### config.mk
export PLATFORM = sky130hd
export DESIGN_NAME = output_vc_credit_allocator
export DESIGN_NICKNAME = d
export VERILOG_FILES = /design/src/sv/ovca_pkg.sv /design/src/sv/ovca_ram.sv /design/src/sv/output_vc_credit_allocator.sv
export SDC_FILE = /design/constraint.sdc
export NUM_CORES = 1
export LEC_CHECK = 0
export ABC_AREA = 1
export BUFFER_PORTS_ARGS = -buffer_cell sky130_fd_sc_hd__buf_2
export CAP_MARGIN = 30
export CORE_ASPECT_RATIO = 1.5
export CORE_MARGIN = 3
export CORE_UTILIZATION = 55
export DETAILED_ROUTE_END_ITERATION = 16
export GPL_TIMING_DRIVEN = 0
export PLACE_DENSITY = 0.68
export SLEW_MARGIN = 20
export SYNTH_ARGS = -nofsm -noshare
export SYNTH_HDL_FRONTEND = slang
export SYNTH_SLANG_ARGS = --single-unit
### constraint.sdc
create_clock -name clk -period 7.1 [get_ports clk]
set_clock_uncertainty 0.05 [all_clocks]
set_input_delay 2.13 -clock clk [delete_from_list [all_inputs] [get_ports clk]]
set_output_delay 2.13 -clock clk [all_outputs]
set_load 0.02 [all_outputs]
### src/sv/ovca_pkg.sv
// ----------------------------------------------------------------------------
// ovca_pkg
// Shared types and constants of the output VC credit allocator: request and
// error codes, the per-VC entry layout and the control states.
// ----------------------------------------------------------------------------
package ovca_pkg;

  // Fixed field widths of the request and result transfers.
  localparam int unsigned REQ_W    = 3;
  localparam int unsigned VNET_W   = 2;
  localparam int unsigned VC_W     = 4;
  localparam int unsigned CREDIT_W = 5;
  localparam int unsigned ERR_W    = 2;

  // Downstream buffer depth per VC: largest, smallest and reset value.
  localparam logic [CREDIT_W-1:0] DEPTH_MAX   = CREDIT_W'(16);
  localparam logic [CREDIT_W-1:0] DEPTH_MIN   = CREDIT_W'(1);
  localparam logic [CREDIT_W-1:0] DEPTH_RESET = CREDIT_W'(4);

  // Request codes; the remaining codes behave as a query.
  typedef enum logic [REQ_W-1:0] {
    REQ_ALLOC_VNET = 3'd0,
    REQ_ALLOC_VC   = 3'd1,
    REQ_FLIT_SENT  = 3'd2,
    REQ_CREDIT_RET = 3'd3,
    REQ_QUERY      = 3'd4
  } req_type_t;

  // Result error codes.
  typedef enum logic [ERR_W-1:0] {
    ERR_OK        = 2'd0,
    ERR_UNDERFLOW = 2'd1,
    ERR_OVERFLOW  = 2'd2
  } err_code_t;

  // State of one downstream VC as it is kept in the row memory.
  typedef struct packed {
    logic                active;
    logic [CREDIT_W-1:0] credits;
  } vc_entry_t;

  localparam int unsigned ENT_W = $bits(vc_entry_t);

  // Control sequencer states.
  typedef enum logic {
    ST_IDLE,
    ST_EXEC
  } ctl_state_t;

endpackage

### src/sv/ovca_ram.sv
// ----------------------------------------------------------------------------
// ovca_ram
// Generic synchronous RAM: one write port and two read ports, both reads
// registered and held while the shared read enable is low.
// ----------------------------------------------------------------------------
module ovca_ram #(
  parameter int unsigned WIDTH = 8,
  parameter int unsigned DEPTH = 4
) (
  input  logic                                     clk,
  input  logic                                     we,
  input  logic [(DEPTH > 1 ? $clog2(DEPTH) : 1)-1:0] waddr,
  input  logic [WIDTH-1:0]                         wdata,
  input  logic                                     re,
  input  logic [(DEPTH > 1 ? $clog2(DEPTH) : 1)-1:0] raddr_a,
  input  logic [(DEPTH > 1 ? $clog2(DEPTH) : 1)-1:0] raddr_b,
  output logic [WIDTH-1:0]                         rdata_a,
  output logic [WIDTH-1:0]                         rdata_b
);

  logic [WIDTH-1:0] mem [DEPTH];

  // Write port.
  always_ff @(posedge clk) begin
    if (we) begin
      mem[waddr] <= wdata;
    end
  end

  // Registered read ports.
  always_ff @(posedge clk) begin
    if (re) begin
      rdata_a <= mem[raddr_a];
      rdata_b <= mem[raddr_b];
    end
  end

endmodule

### src/sv/output_vc_credit_allocator.sv
// ----------------------------------------------------------------------------
// output_vc_credit_allocator
// Output-port VC allocation and credit tracking for a network-on-chip router.
// ----------------------------------------------------------------------------
// Each request passes through the transfer, which reads the vnet's row and
// the VC's row of the VC state memory into the read registers, and the
// execute state, which computes the result, writes the changed row back and
// loads the output register. A new request is taken once the previous one has
// reached the output register, so only one request is in flight; a full output
// register holds the execute state until emptied. The memory holds one row per
// virtual network (idle/active bit and credit count for each of its VCs).
// Per-row valid bits stand in for clearing: after reset every VC is idle, and
// after reset or a credits_per_vc write every counter reads as the configured
// depth, with no clearing pass. credits_per_vc is clamped to 1..16.
// ----------------------------------------------------------------------------
module output_vc_credit_allocator #(
  parameter int unsigned NUM_VNETS    = 4,
  parameter int unsigned VCS_PER_VNET = 4
) (
  input  logic                               clk,
  input  logic                               rst,
  // Configuration.
  input  logic                               credits_per_vc_we,
  input  logic [ovca_pkg::CREDIT_W-1:0]      credits_per_vc,
  // Request channel.
  input  logic                               in_valid,
  output logic                               in_ready,
  input  logic [ovca_pkg::REQ_W-1:0]         req_type,
  input  logic [ovca_pkg::VNET_W-1:0]        vnet,
  input  logic [ovca_pkg::VC_W-1:0]          vc,
  input  logic                               free_signal,
  // Result channel.
  output logic                               out_valid,
  input  logic                               out_ready,
  output logic                               granted,
  output logic [ovca_pkg::VC_W-1:0]          granted_vc,
  output logic                               vnet_has_idle,
  output logic                               vc_idle,
  output logic                               vc_has_credit,
  output logic [ovca_pkg::CREDIT_W-1:0]      vc_credits,
  output logic [ovca_pkg::ERR_W-1:0]         error_code
);

  localparam int unsigned NUM_VCS = NUM_VNETS * VCS_PER_VNET;
  localparam int unsigned ROW_W   = NUM_VNETS > 1 ? $clog2(NUM_VNETS) : 1;
  localparam int unsigned COL_W   = VCS_PER_VNET > 1 ? $clog2(VCS_PER_VNET) : 1;
  localparam int unsigned LINE_W  = VCS_PER_VNET * ovca_pkg::ENT_W;
  localparam int unsigned NUM_CODES = 2 ** ovca_pkg::VC_W;

  // Constant tables: row and column of each VC number.
  logic [ROW_W-1:0] vc_row_lut [NUM_CODES];
  logic [COL_W-1:0] vc_col_lut [NUM_CODES];

  for (genvar i = 0; i < NUM_CODES; i++) begin : g_lut
    assign vc_row_lut[i] = ROW_W'(i < NUM_VCS ? i / VCS_PER_VNET : 0);
    assign vc_col_lut[i] = COL_W'(i < NUM_VCS ? i % VCS_PER_VNET : 0);
  end

  // Control.
  ovca_pkg::ctl_state_t state, state_next;
  logic in_fire, exec_fire;

  // Latched request.
  logic [ovca_pkg::REQ_W-1:0]  req_q;
  logic [ovca_pkg::VNET_W-1:0] vnet_q;
  logic [ovca_pkg::VC_W-1:0]   vc_q;
  logic                        free_q;
  logic [ROW_W-1:0]            vnet_row_q;
  logic [ROW_W-1:0]            vc_row_q;
  logic [COL_W-1:0]            vc_col_q;

  // Configuration and row valid bits.
  logic [ovca_pkg::CREDIT_W-1:0] depth;
  logic [NUM_VNETS-1:0]          act_vld;
  logic [NUM_VNETS-1:0]          cr_vld;

  // Memory ports.
  logic              mem_we;
  logic [ROW_W-1:0]  mem_waddr;
  logic [LINE_W-1:0] mem_wdata;
  logic [ROW_W-1:0]  rd_vnet_row;
  logic [LINE_W-1:0] rdata_vnet;
  logic [LINE_W-1:0] rdata_vc;

  // Execute-stage values.
  ovca_pkg::vc_entry_t       row_a [VCS_PER_VNET];
  ovca_pkg::vc_entry_t       row_b [VCS_PER_VNET];
  ovca_pkg::vc_entry_t       row_w [VCS_PER_VNET];
  logic                      vnet_ok, vc_ok, in_vnet_ok;
  logic                      has_idle;
  logic [COL_W-1:0]          first_idle;
  ovca_pkg::vc_entry_t       cur;
  logic [ovca_pkg::CREDIT_W-1:0] cr_new;
  logic                      res_granted;
  logic [ovca_pkg::VC_W-1:0] res_gvc;
  ovca_pkg::err_code_t       res_err;
  logic                      wr_vnet_row;

  // State register.
  always_ff @(posedge clk) begin
    if (rst) begin
      state <= ovca_pkg::ST_IDLE;
    end else begin
      state <= state_next;
    end
  end

  // Next-state logic.
  always_comb begin
    state_next = state;
    unique case (state)
      ovca_pkg::ST_IDLE: if (in_valid) state_next = ovca_pkg::ST_EXEC;
      ovca_pkg::ST_EXEC: if (!out_valid || out_ready) state_next = ovca_pkg::ST_IDLE;
      default:           state_next = ovca_pkg::ST_IDLE;
    endcase
  end

  // Sequencer outputs.
  always_comb begin
    in_ready  = 1'b0;
    exec_fire = 1'b0;
    unique case (state)
      ovca_pkg::ST_IDLE: in_ready  = 1'b1;
      ovca_pkg::ST_EXEC: exec_fire = !out_valid || out_ready;
      default:           in_ready  = 1'b0;
    endcase
  end

  assign in_fire = in_valid && in_ready;

  // Read addresses come straight from the request ports.
  assign in_vnet_ok  = 32'(vnet) < NUM_VNETS;
  assign rd_vnet_row = in_vnet_ok ? ROW_W'(vnet) : '0;

  // Request capture.
  always_ff @(posedge clk) begin
    if (in_fire) begin
      req_q      <= req_type;
      vnet_q     <= vnet;
      vc_q       <= vc;
      free_q     <= free_signal;
      vnet_row_q <= rd_vnet_row;
      vc_row_q   <= vc_row_lut[vc];
      vc_col_q   <= vc_col_lut[vc];
    end
  end

  // Depth register; a write reloads every counter through the valid bits.
  always_ff @(posedge clk) begin
    if (rst) begin
      depth <= ovca_pkg::DEPTH_RESET;
    end else if (credits_per_vc_we) begin
      if (credits_per_vc < ovca_pkg::DEPTH_MIN) begin
        depth <= ovca_pkg::DEPTH_MIN;
      end else if (credits_per_vc > ovca_pkg::DEPTH_MAX) begin
        depth <= ovca_pkg::DEPTH_MAX;
      end else begin
        depth <= credits_per_vc;
      end
    end
  end

  // Row valid bits: active bits survive a depth write, credits do not.
  always_ff @(posedge clk) begin
    if (rst) begin
      act_vld <= '0;
      cr_vld  <= '0;
    end else begin
      if (mem_we) begin
        act_vld[mem_waddr] <= 1'b1;
      end
      if (credits_per_vc_we) begin
        cr_vld <= '0;
      end else if (mem_we) begin
        cr_vld[mem_waddr] <= 1'b1;
      end
    end
  end

  // VC state memory, one row per virtual network.
  ovca_ram #(
    .WIDTH (LINE_W),
    .DEPTH (NUM_VNETS)
  ) u_row_ram (
    .clk     (clk),
    .we      (mem_we),
    .waddr   (mem_waddr),
    .wdata   (mem_wdata),
    .re      (in_fire),
    .raddr_a (rd_vnet_row),
    .raddr_b (vc_row_lut[vc]),
    .rdata_a (rdata_vnet),
    .rdata_b (rdata_vc)
  );

  // Merge read rows with their valid bits.
  always_comb begin
    for (int k = 0; k < VCS_PER_VNET; k++) begin
      row_a[k] = ovca_pkg::vc_entry_t'(rdata_vnet[k*ovca_pkg::ENT_W +: ovca_pkg::ENT_W]);
      row_b[k] = ovca_pkg::vc_entry_t'(rdata_vc[k*ovca_pkg::ENT_W +: ovca_pkg::ENT_W]);
      if (!act_vld[vnet_row_q]) row_a[k].active  = 1'b0;
      if (!cr_vld[vnet_row_q])  row_a[k].credits = depth;
      if (!act_vld[vc_row_q])   row_b[k].active  = 1'b0;
      if (!cr_vld[vc_row_q])    row_b[k].credits = depth;
    end
  end

  // Lowest idle VC of the requested vnet.
  always_comb begin
    has_idle   = 1'b0;
    first_idle = '0;
    for (int k = VCS_PER_VNET - 1; k >= 0; k--) begin
      if (!row_a[k].active) begin
        has_idle   = 1'b1;
        first_idle = COL_W'(k);
      end
    end
  end

  assign vnet_ok = 32'(vnet_q) < NUM_VNETS;
  assign vc_ok   = 32'(vc_q) < NUM_VCS;
  assign cur     = row_b[vc_col_q];

  // Request execution: grant, credit update and the row to write back.
  always_comb begin
    row_w       = row_b;
    cr_new      = cur.credits;
    res_granted = 1'b0;
    res_gvc     = '0;
    res_err     = ovca_pkg::ERR_OK;
    wr_vnet_row = 1'b0;
    mem_we      = 1'b0;
    unique case (ovca_pkg::req_type_t'(req_q))
      ovca_pkg::REQ_ALLOC_VNET: begin
        row_w       = row_a;
        wr_vnet_row = 1'b1;
        if (vnet_ok && has_idle) begin
          row_w[first_idle].active = 1'b1;
          res_granted = 1'b1;
          res_gvc     = ovca_pkg::VC_W'(32'(vnet_q) * VCS_PER_VNET + 32'(first_idle));
          mem_we      = exec_fire;
        end
      end
      ovca_pkg::REQ_ALLOC_VC: begin
        if (vc_ok && !cur.active) begin
          row_w[vc_col_q].active = 1'b1;
          res_granted = 1'b1;
          res_gvc     = vc_q;
          mem_we      = exec_fire;
        end
      end
      ovca_pkg::REQ_FLIT_SENT: begin
        if (vc_ok) begin
          if (cur.credits == '0) begin
            res_err = ovca_pkg::ERR_UNDERFLOW;
          end else begin
            cr_new = cur.credits - ovca_pkg::CREDIT_W'(1);
          end
          row_w[vc_col_q].credits = cr_new;
          mem_we = exec_fire;
        end
      end
      ovca_pkg::REQ_CREDIT_RET: begin
        if (vc_ok) begin
          if (cur.credits >= depth) begin
            res_err = ovca_pkg::ERR_OVERFLOW;
          end else begin
            cr_new = cur.credits + ovca_pkg::CREDIT_W'(1);
          end
          row_w[vc_col_q].credits = cr_new;
          if (free_q) row_w[vc_col_q].active = 1'b0;
          mem_we = exec_fire;
        end
      end
      default: begin
        mem_we = 1'b0;
      end
    endcase
  end

  // Write-back row.
  assign mem_waddr = wr_vnet_row ? vnet_row_q : vc_row_q;

  always_comb begin
    for (int k = 0; k < VCS_PER_VNET; k++) begin
      mem_wdata[k*ovca_pkg::ENT_W +: ovca_pkg::ENT_W] = row_w[k];
    end
  end

  // Output register valid.
  always_ff @(posedge clk) begin
    if (rst) begin
      out_valid <= 1'b0;
    end else if (exec_fire) begin
      out_valid <= 1'b1;
    end else if (out_ready) begin
      out_valid <= 1'b0;
    end
  end

  // Output register payload; query flags are taken before the update.
  always_ff @(posedge clk) begin
    if (exec_fire) begin
      granted       <= res_granted;
      granted_vc    <= res_gvc;
      vnet_has_idle <= vnet_ok && has_idle;
      vc_idle       <= vc_ok && !cur.active;
      vc_has_credit <= vc_ok && (cur.credits != '0);
      vc_credits    <= vc_ok ? cr_new : '0;
      error_code    <= res_err;
    end
  end

endmodule

==> impl_metrics.env, run 1 <==
export IMPL_outcome="finished, final reports clean"
export IMPL_p_per_area_nw_per_um2=247
export IMPL_hpwl_mm=20.4
export IMPL_cp_slowest_stage_delay_ns=0.47
export IMPL_wire_per_inst_um=21.1
export IMPL_row_count=57
export IMPL_reg2reg_slack_ns=2.70
export IMPL_yosysWarningCount=0
export IMPL_slowest_stage="edfxtp_1"
export IMPL_via_per_inst=5.96
export IMPL_syn_to_final_growth_pct=13.3
export IMPL_synth_cell_types=37
export IMPL_maxCapViolations=0
export IMPL_clock_latency_ns=0.43
export IMPL_fin_hold_ws_ns=0.439
export IMPL_cts_sinks=184
export IMPL_place_congestion=1.09
export IMPL_cts_tree="yes"
export IMPL_synth_most_common_cell="edfxtp_1"
export IMPL_final_cells=1287
export IMPL_path_delay_family="simple AND/OR/NAND/NOR gates"
export IMPL_setup_viol=0
export IMPL_fmax_mhz=227
export IMPL_critical_path_class="flop to flop"
export IMPL_yosys_most_used_dff="edfxtp_1"
export IMPL_crit_buf_inv=2
export IMPL_synth_xor_area_share_pct=0.0944
export IMPL_timing_rr_start="vc_q[2]"
export IMPL_muxShareOfSynthArea_pct=0
export IMPL_clk_pin_slew_ns=0.07
export IMPL_dr_pass1_iters=6
export IMPL_drive_gt1_share_pct=10.8
export IMPL_ys_seq_area_share_pct=57.9
export IMPL_setup_worst_path_start="vc_q[2]"
export IMPL_ys_ff_latch=184
export IMPL_synth_top_area_share_pct=54.7
export IMPL_drc=0
export IMPL_synth_fa_ha_area_share_pct=0.944
export IMPL_synth_edff_count=169
export IMPL_hold_path_depth=2
export IMPL_drt_iter0_drc=882
export IMPL_critPathArrivalTime_ns=4.44
export IMPL_hold_viol=0
export IMPL_vias=7676
export IMPL_grt_pass1_vias=7236
export IMPL_start_kind="flop"
export IMPL_syn_area_um2=9280
export IMPL_final_nets=1095
export IMPL_relSlewSlack_pct=43.8
export IMPL_tightest_slew_ns=0.840
export IMPL_yosys_area_top_type="edfxtp_1"
export IMPL_drv_slew=0
export IMPL_ant_nets=0
export IMPL_cts_hold_buf=0
export IMPL_post_cts_buffers=0
export IMPL_grt_overflow=0
export IMPL_dpl_cell_count=1255
export IMPL_ios=37
export IMPL_period_share_pct=61.9
export IMPL_cts_buffer_depth=2
export IMPL_synthSimpleGateAreaFrac_pct=20.8
export IMPL_path_max_fanout=10
export IMPL_syn_area_per_cell_um2=9.22
export IMPL_synth_top_family_by_area="simple AND/OR/NAND/NOR gates"
export IMPL_cts_resized=0
export IMPL_hp_class="flop to flop"
export IMPL_synth_compound_area_share_pct=14.3
export IMPL_die_area_um2=18500
export IMPL_endpoint="u_row_ram.mem[2][8]"
export IMPL_worstSetupEndpointType="flop"
export IMPL_htree_levels=4
export IMPL_worst_slack_ns=2.70
export IMPL_rsz0062_at_grt="no"
export IMPL_syn_nets=1034
export IMPL_synth_area_leaders="edfxtp_1, o21ai_0, nand2_1, nor2_1, inv_1"
export IMPL_grt_pass1_wl_mm=41.1
export IMPL_chipHeight_um=165
export IMPL_synthCells=1007
export IMPL_path_depth=20
export IMPL_required_ns=7.14
export IMPL_power_leakage_nw=4.00
export IMPL_ir_worst_vdd_uv=181
export IMPL_core_um2=16400
export IMPL_root_buffer="clkbuf_16"
export IMPL_numCtsBuffers=17
export IMPL_grt_max_degree=32
export IMPL_die_w_um=112
export IMPL_dp_slack_ns=2.76
export IMPL_antenna_found_initial=0
export IMPL_start_util_pct=56.6
export IMPL_io_buffers=35
export IMPL_rr_worst_depth=20
export IMPL_period_needed_ns=4.40
export IMPL_n_antenna_cell=0
export IMPL_final_setup_tns_ns=0
export IMPL_synthArstFlopShare_pct=0
export IMPL_grt_use_total_pct=29.8
export IMPL_routed_wl_mm=27.1
export IMPL_path_cells="inv_2, nand2_1, nand3_2, nand2_2, buf_6, nand2_2, o21ai_1, nand2_1, nand2_1, nor2_1, ha_1, a21oi_1, o21a_1, nand3_1, nor2_1, a21oi_1, o21ai_0, nand3_1, o21ai_1, nand3_1"
export IMPL_r2r_end="u_row_ram.mem[2][8]"
export IMPL_ys_top_cells_by_count="edfxtp_1, nand2_1, o21ai_0"
==> worst reg2reg max path: stages (launching register included) <==
cell	delay (ns)
edfxtp_1	0.47
inv_2	0.14
nand2_1	0.07
nand3_2	0.16
nand2_2	0.12
buf_6	0.17
nand2_2	0.15
o21ai_1	0.16
nand2_1	0.17
nand2_1	0.11
nor2_1	0.27
ha_1	0.32
a21oi_1	0.16
o21a_1	0.13
nand3_1	0.17
nor2_1	0.27
a21oi_1	0.10
o21ai_0	0.26
nand3_1	0.23
o21ai_1	0.13
nand3_1	0.26
==> area by class of cell <==
type / count / area [um^2]
Fill cell: 1362 / 5890
Sequential cell: 184 / 5380
Multi-Input combinational cell: 680 / 3400
Clock buffer: 17 / 425
Inverter: 99 / 372
Timing Repair Buffer: 42 / 337
Tap cell: 206 / 258
Buffer: 44 / 175
Clock inverter: 15 / 171
==> through the flow <==
step	power (mW)	area (um^2)	utilization [%]
2_1_floorplan	1.52	9280	-
3_3_place_gp	1.65	9710	59.2
3_5_place_dp	1.66	9920	60.5
4_1_cts	2.59	10500	64.1
5_1_grt	2.69	10500	64.1
6_report	2.59	10500	64.1
==> registers in the layout, summed over array words and instances (netlist names), 2 cells and up <==
name / cells
vc_q: 3
vnet_row_q: 2
error_code: 2
vc_credits: 5
act_vld: 4
u_row_ram.rdata_b: 24
granted_vc: 4
u_row_ram.rdata_a: 24
req_q: 3
cr_vld: 4
depth: 5
u_row_ram.mem: 96
==> kinds of logic after synthesis <==
group,after synthesis
XOR/XNOR,1
flip-flops,184
buffers and inverters,143
AO/OA/AOI/OAI,244
AND/OR/NAND/NOR,428
adder cells (fa/ha/maj),7
==> layout by cell type (no fill, tap or decap), drive strengths merged, types with 6 or more instances in the layout <==
cell type	Yosys	routed
buf	3	45
or2	8	8
dfxtp	15	15
o211ai	6	6
o22ai	53	53
nand3b	20	20
edfxtp	169	169
clkinv	1	8
o21ai	163	163
nand3	68	68
clkbuf	41	58
nor2	151	151
ha	7	7
nand2	169	169
a21oi	15	15
inv	98	102
nand4	10	10
==> where the power goes <==
| group | internal (mW) | switching (mW) | leakage (nW) |
|---|---|---|---|
| Clock | 0.527 | 0.422 | 0.285 |
| Sequential | 1.25 | 0.0176 | 1.69 |
| Combinational | 0.104 | 0.275 | 2.02 |
==> layer usage <==
metal | vias up | part of all wire, % | track usage [%] | wire length, um
li1 | 3638 | - | - | -
met1 | 3568 | 37 | 35.7 | 10100
met2 | 396 | 51 | 52.6 | 13800
met3 | 74 | 7.6 | 4.89 | 2050
met4 | 0 | 4.5 | 14.2 | 1220
met5 | - | 0 | 0 | 0
==> worst min path at each step <==
stage | startpoint | endpoint | slack (ns)
global placement | out_valid | out_valid | 0.41
floorplan | act_vld[1] | act_vld[1] | 0.41
finish | out_valid | out_valid | 0.44
CTS | out_valid | out_valid | 0.44
global route | out_valid | out_valid | 0.46
detailed placement | out_valid | out_valid | 0.43
Power figures use the tool's default switching activity.
==> run 2, diff against run 1 <==
--- a/config.mk
+++ b/config.mk
@@ -13,7 +13,7 @@
 export CORE_UTILIZATION = 55
 export DETAILED_ROUTE_END_ITERATION = 16
 export GPL_TIMING_DRIVEN = 0
-export PLACE_DENSITY = 0.68
+export PLACE_DENSITY = 0.71
 export SLEW_MARGIN = 20
 export SYNTH_ARGS = -nofsm -noshare
 export SYNTH_HDL_FRONTEND = slang
==> constraint.sdc (replaced) <==
create_clock -name clk -period 3.8 [get_ports clk]
set_clock_uncertainty 0.05 [all_clocks]
set_input_delay 1.14 -clock clk [delete_from_list [all_inputs] [get_ports clk]]
set_output_delay 1.14 -clock clk [all_outputs]
set_load 0.02 [all_outputs]
==> run 2 against run 1 <==
Utilization grew 1.4 points. Combinational power grew 100%. Sequential cell count is the same. Die area is the same. Global-route usage grew 0.71 points. Final cell count grew 0.54%. Routed wire length grew 3.4%. Total power grew 89%. Sequential power grew 87%. Worst hold slack gained 0.0023 ns.
==> impl_metrics.env, run 2 (synthesis gave the netlist of run 1 again) <==
export IMPL_outcome="finished, final reports clean"
export IMPL_placed_area_um2=9920
export IMPL_routed_wl_mm=28.1
export IMPL_row_count=57
export IMPL_slowest_stage="edfxtp_1"
export IMPL_vias=7897
export IMPL_drv_slew=0
export IMPL_fmax_mhz=272
export IMPL_ant_nets=0
export IMPL_die_area_um2=18500
export IMPL_power_leakage_nw=4.09
export IMPL_p_sw_mw=1.46
export IMPL_grt_overflow=0
export IMPL_cts_buffer_depth=2
export IMPL_hp_class="flop to flop"
export IMPL_grt_use_total_pct=30.5
export IMPL_io_buffers=35
export IMPL_reg2reg_slack_ns=0.12
export IMPL_critPathArrivalTime_ns=3.76
export IMPL_combPwrFrac_pct=15.6
export IMPL_root_buffer="clkbuf_16"
export IMPL_dp_slack_ns=-0.545
export IMPL_cts_hold_buf=0
export IMPL_path_max_fanout=10
export IMPL_place_congestion=0.961
export IMPL_setup_viol=0
export IMPL_hold_viol=0
export IMPL_syn_to_final_growth_pct=15.7
export IMPL_ios=37
export IMPL_dr_pass1_iters=5
export IMPL_grt_pass1_wl_mm=42.0
export IMPL_htree_levels=4
export IMPL_final_nets=1102
export IMPL_drc=0
export IMPL_grt_max_degree=32
export IMPL_worstSetupEndpointType="flop"
export IMPL_via_per_inst=6.10
export IMPL_layout_commonest_cell="edfxtp_1"
export IMPL_chipHeight_um=165
export IMPL_maxCapViolations=0
export IMPL_ir_worst_vdd_uv=326
export IMPL_pwr_share_clk_pct=36.1
export IMPL_die_w_um=112
export IMPL_critical_path_class="flop to flop"
export IMPL_relSlewSlack_pct=45.2
export IMPL_reg_largest_list="u_row_ram.mem x96, u_row_ram.rdata_a x24, u_row_ram.rdata_b x24"
export IMPL_p_per_area_nw_per_um2=456
export IMPL_met1_usage_pct=36.6
export IMPL_grt_busiest_layer="met2"
export IMPL_cpMostUsedCell="nand2_1"
export IMPL_grtUsageMet2_pct=54.1
export IMPL_n_antenna_cell=0
export IMPL_antenna_found_initial=0
export IMPL_path_delay_family="simple AND/OR/NAND/NOR gates"
export IMPL_clk_pin_slew_ns=0.08
export IMPL_required_ns=3.89
export IMPL_cp_slowest_stage_delay_ns=0.46
export IMPL_drive_gt1_share_pct=14.2
export IMPL_top_register="u_row_ram.mem"
export IMPL_final_area_um2=10700
export IMPL_start_kind="flop"
export IMPL_use_met3_pct=4.63
export IMPL_grt_pass1_vias=7423
export IMPL_wire_per_inst_um=21.7
export IMPL_period_share_pct=96.7
export IMPL_largest_reg_flops=96
export IMPL_drt_iter0_drc=849
export IMPL_p_int_mw=3.44
export IMPL_swShare_pct=29.7
export IMPL_cts_sinks=184
export IMPL_tightest_slew_ns=0.818
export IMPL_start_util_pct=56.6
export IMPL_final_cell_mix="edfxtp_1, nand2_1, o21ai_0"
export IMPL_clock_latency_ns=0.44
export IMPL_period_needed_ns=3.68
export IMPL_core_um2=16400
export IMPL_crit_buf_inv=3
export IMPL_pwr_share_seq_pct=48.3
export IMPL_path_cells="inv_2, nand2_1, nand3_4, nand2_4, buf_12, nand2_4, nand2_1, nand2_2, nand2_1, nor2_4, ha_1, nand2_1, inv_1, nand4_1, nand3_4, nor2_4, nand4_1, nand3_2, nand3_2, nand2_1, nand3b_1"
export IMPL_cts_tree="yes"
export IMPL_numCtsBuffers=17
export IMPL_worst_slack_ns=0.124
export IMPL_hpwl_mm=20.5
## run 2: final timing paths
kind,startpoint,endpoint,cells past startpoint
setup / recovery,vc_q[2],u_row_ram.mem[2][10],21
hold / removal,out_valid,out_valid,2
setup reg to reg,vc_q[2],u_row_ram.mem[2][10],21
hold reg to reg,out_valid,out_valid,2
## run 2: power by group through the flow
stage               Clock [mW]  Sequential (mW)  Combinational, mW
finish                    1.77             2.37              0.764
global route              1.88             2.37              0.824
CTS                       1.78             2.36              0.720
detailed placement           0             2.41              0.696
global placement             0             2.41              0.667
floorplan                    0             2.42              0.428
## run 2: what timing repair did
item	4_1_cts	5_1_grt
setup endpoints to repair	82	81
pin swaps	8	4
buffers inserted	3	4
gates resized for setup	19	27
## run 2: layout make-up
cell class,instances,area (um^2)
buffer,44,190
clock buffer,17,425
clock inverter,15,171
fill,1365,5660
inverter,99,375
multi-input combinational,680,3560
sequential,184,5380
tap,206,258
timing repair buffer,49,389
## run 2: metal layers
layer,up-vias,wire length [um]
li1,3657,-
met1,3714,10500
met2,443,14000
met3,83,2220
met4,0,1350
met5,-,0
## run 2: through the flow
stage                     hold slack, ns  setup TNS, ns  total power, mW  instances  util [%]
after global placement             0.414        -200.40             3.08       1248      59.2
after floorplan                    0.413         -15.70             2.84       1007         -
final                              0.441              0             4.90       1294      65.5
after global routing               0.468         -0.158             5.08       1294      65.5
after detailed placement           0.434         -21.83             3.11       1255      60.5
after CTS                          0.445              0             4.86       1290      64.7
## run 2: worst register-to-register path: stages, from the launching register on
cell and delay [ns]:
edfxtp_1 0.46, inv_2 0.10, nand2_1 0.10, nand3_4 0.13, nand2_4 0.09, buf_12 0.16
nand2_4 0.11, nand2_1 0.13, nand2_2 0.13, nand2_1 0.10, nor2_4 0.22, ha_1 0.29
nand2_1 0.06, inv_1 0.04, nand4_1 0.11, nand3_4 0.14, nor2_4 0.17, nand4_1 0.13
nand3_2 0.19, nand3_2 0.15, nand2_1 0.11, nand3b_1 0.20
==> run 3, diff against run 2 <==
--- a/config.mk
+++ b/config.mk
@@ -6,14 +6,14 @@
 export NUM_CORES = 1
 export LEC_CHECK = 0
 export ABC_AREA = 1
-export BUFFER_PORTS_ARGS = -buffer_cell sky130_fd_sc_hd__buf_2
 export CAP_MARGIN = 30
 export CORE_ASPECT_RATIO = 1.5
-export CORE_MARGIN = 3
+export CORE_MARGIN = 2
 export CORE_UTILIZATION = 55
 export DETAILED_ROUTE_END_ITERATION = 16
+export DONT_BUFFER_PORTS = 1
 export GPL_TIMING_DRIVEN = 0
-export PLACE_DENSITY = 0.71
+export PLACE_DENSITY = 0.69
 export SLEW_MARGIN = 20
 export SYNTH_ARGS = -nofsm -noshare
 export SYNTH_HDL_FRONTEND = slang
==> run 3 against run 2 <==
Sequential share of layout area up 0.93 points. Via count down 2.5%. Sequential cell count unchanged. Combinational power down 6.5%. Critical path type unchanged. Critical endpoint is now u_row_ram.mem[2][4]. Largest cell class unchanged. Highest routed layer unchanged.
==> impl_metrics.env, run 3 (synthesis gave the netlist of run 1 again) <==
export IMPL_power_leakage_nw=3.96
export IMPL_critical_path_class="flop to flop"
export IMPL_place_congestion=1.08
export IMPL_tightest_slew_ns=0.837
export IMPL_htree_levels=4
export IMPL_dp_slack_ns=-0.505
export IMPL_rr_worst_depth=20
export IMPL_reg_largest_list="u_row_ram.mem x96, u_row_ram.rdata_a x24, u_row_ram.rdata_b x24"
export IMPL_grt_pass1_wl_mm=40.9
export IMPL_ir_worst_vdd_uv=325
export IMPL_finalPower_mw=4.93
export IMPL_met1_usage_pct=38.4
export IMPL_endpoint="u_row_ram.mem[2][4]"
export IMPL_final_area_um2=10500
export IMPL_period_needed_ns=3.67
export IMPL_outcome="finished, final reports clean"
export IMPL_worstSetupEndpointType="flop"
export IMPL_root_buffer="clkbuf_16"
export IMPL_antenna_found_initial=0
export IMPL_die_area_um2=17900
export IMPL_use_met3_pct=4.43
export IMPL_start_util_pct=55.8
export IMPL_hold_viol=0
export IMPL_placed_area_um2=9720
export IMPL_reg2reg_slack_ns=0.13
export IMPL_ios=37
export IMPL_dr_pass1_iters=5
export IMPL_start_kind="flop"
export IMPL_io_buffers=0
export IMPL_r2r_end="u_row_ram.mem[2][4]"
export IMPL_ant_nets=0
export IMPL_relSlewSlack_pct=44.0
export IMPL_drv_slew=0
export IMPL_largest_reg_flops=96
export IMPL_clk_pin_slew_ns=0.07
export IMPL_setup_viol=0
export IMPL_grt_use_total_pct=31.9
export IMPL_p_per_area_nw_per_um2=467
export IMPL_via_per_inst=6.10
export IMPL_cts_buffer_depth=2
export IMPL_layout_commonest_cell="edfxtp_1"
export IMPL_vias=7701
export IMPL_hpwl_mm=20.3
export IMPL_wire_per_inst_um=22.2
export IMPL_critPathArrivalTime_ns=3.74
export IMPL_row_count=58
export IMPL_period_share_pct=96.7
export IMPL_die_w_um=110
export IMPL_grt_pass1_vias=7322
export IMPL_numCtsBuffers=17
export IMPL_final_nets=1067
export IMPL_timing_rr_start="vc_q[2]"
export IMPL_grt_max_degree=28
export IMPL_routed_wl_mm=28.1
export IMPL_grt_busiest_layer="met2"
export IMPL_drive_gt1_share_pct=11.0
export IMPL_final_setup_tns_ns=0
export IMPL_fmax_mhz=272
export IMPL_path_max_fanout=10
export IMPL_maxCapViolations=0
export IMPL_required_ns=3.87
export IMPL_syn_to_final_growth_pct=13.6
export IMPL_chipHeight_um=163
export IMPL_drc=0
export IMPL_clock_latency_ns=0.44
export IMPL_dpl_cell_count=1224
export IMPL_n_antenna_cell=0
export IMPL_final_cell_mix="edfxtp_1, nand2_1, o21ai_0"
export IMPL_grtUsageMet2_pct=54.3
export IMPL_cts_sinks=184
export IMPL_cts_tree="yes"
export IMPL_hp_class="flop to flop"
export IMPL_grt_overflow=0
export IMPL_core_um2=16600
export IMPL_worst_slack_ns=0.127
export IMPL_drt_iter0_drc=775
export IMPL_top_register="u_row_ram.mem"
export IMPL_setup_worst_path_start="vc_q[2]"
export IMPL_final_cells=1263
export IMPL_cts_hold_buf=0
run 3: layer usage:
metal  part of all wire (%)  up-vias  wire length [um]
li1                       -     3569                 -
met1                     37     3623             10500
met2                     50      419             14100
met3                    7.1       90              1990
met4                    5.3        0              1490
met5                      0        -                 0
run 3: critical path, stage by stage (launching register included):
cell	delay, ns
edfxtp_1	0.46
inv_2	0.12
nand2_1	0.09
nand3_4	0.13
nand2_4	0.09
buf_8	0.16
nand2_4	0.12
o21ai_2	0.10
nand2_2	0.14
nand2_4	0.08
nor2_4	0.16
ha_1	0.28
a21oi_1	0.16
o21a_1	0.18
nand3_4	0.12
nor2_4	0.16
nand4_1	0.16
nand3_4	0.16
nand3_2	0.13
nand2_1	0.09
nand3b_1	0.21
run 3: final cells by class:
cell class	instances	area (um^2)
fill	1431	6070
sequential	184	5380
multi-input combinational	680	3560
clock buffer	18	429
inverter	99	375
tap	210	263
timing repair buffer	14	191
buffer	44	180
clock inverter	14	169
run 3: how the worst min path moves through the flow:
stage,from,to,slack [ns],cells after the start
floorplan,act_vld[1],act_vld[1],0.41,2
global placement,act_vld[3],act_vld[3],0.43,2
CTS,act_vld[2],act_vld[2],0.45,2
finish,act_vld[1],act_vld[1],0.45,2
detailed placement,act_vld[2],act_vld[2],0.44,2
global route,act_vld[2],act_vld[2],0.49,2
run 3: repair_timing:
item                                    in CTS  in global routing
pin swaps                                    4                  8
endpoints found under the setup margin      81                 72
gates resized for setup                     16                 26
setup buffers                                3                  4
run 3: metrics by stage:
stage	hold WS, ns	utilization, %
finish	0.453	63.5
global route	0.489	63.5
CTS	0.454	62.6
detailed placement	0.442	58.5
global placement	0.428	57.4
floorplan	0.413	-
run 3: report_power, final:
group / switching, mW / leakage, nW / internal [mW]
Combinational: 0.510 / 1.97 / 0.204
Clock: 0.785 / 0.295 / 1.04
Sequential: 0.0536 / 1.69 / 2.34
Total: 1.35 / 3.96 / 3.58
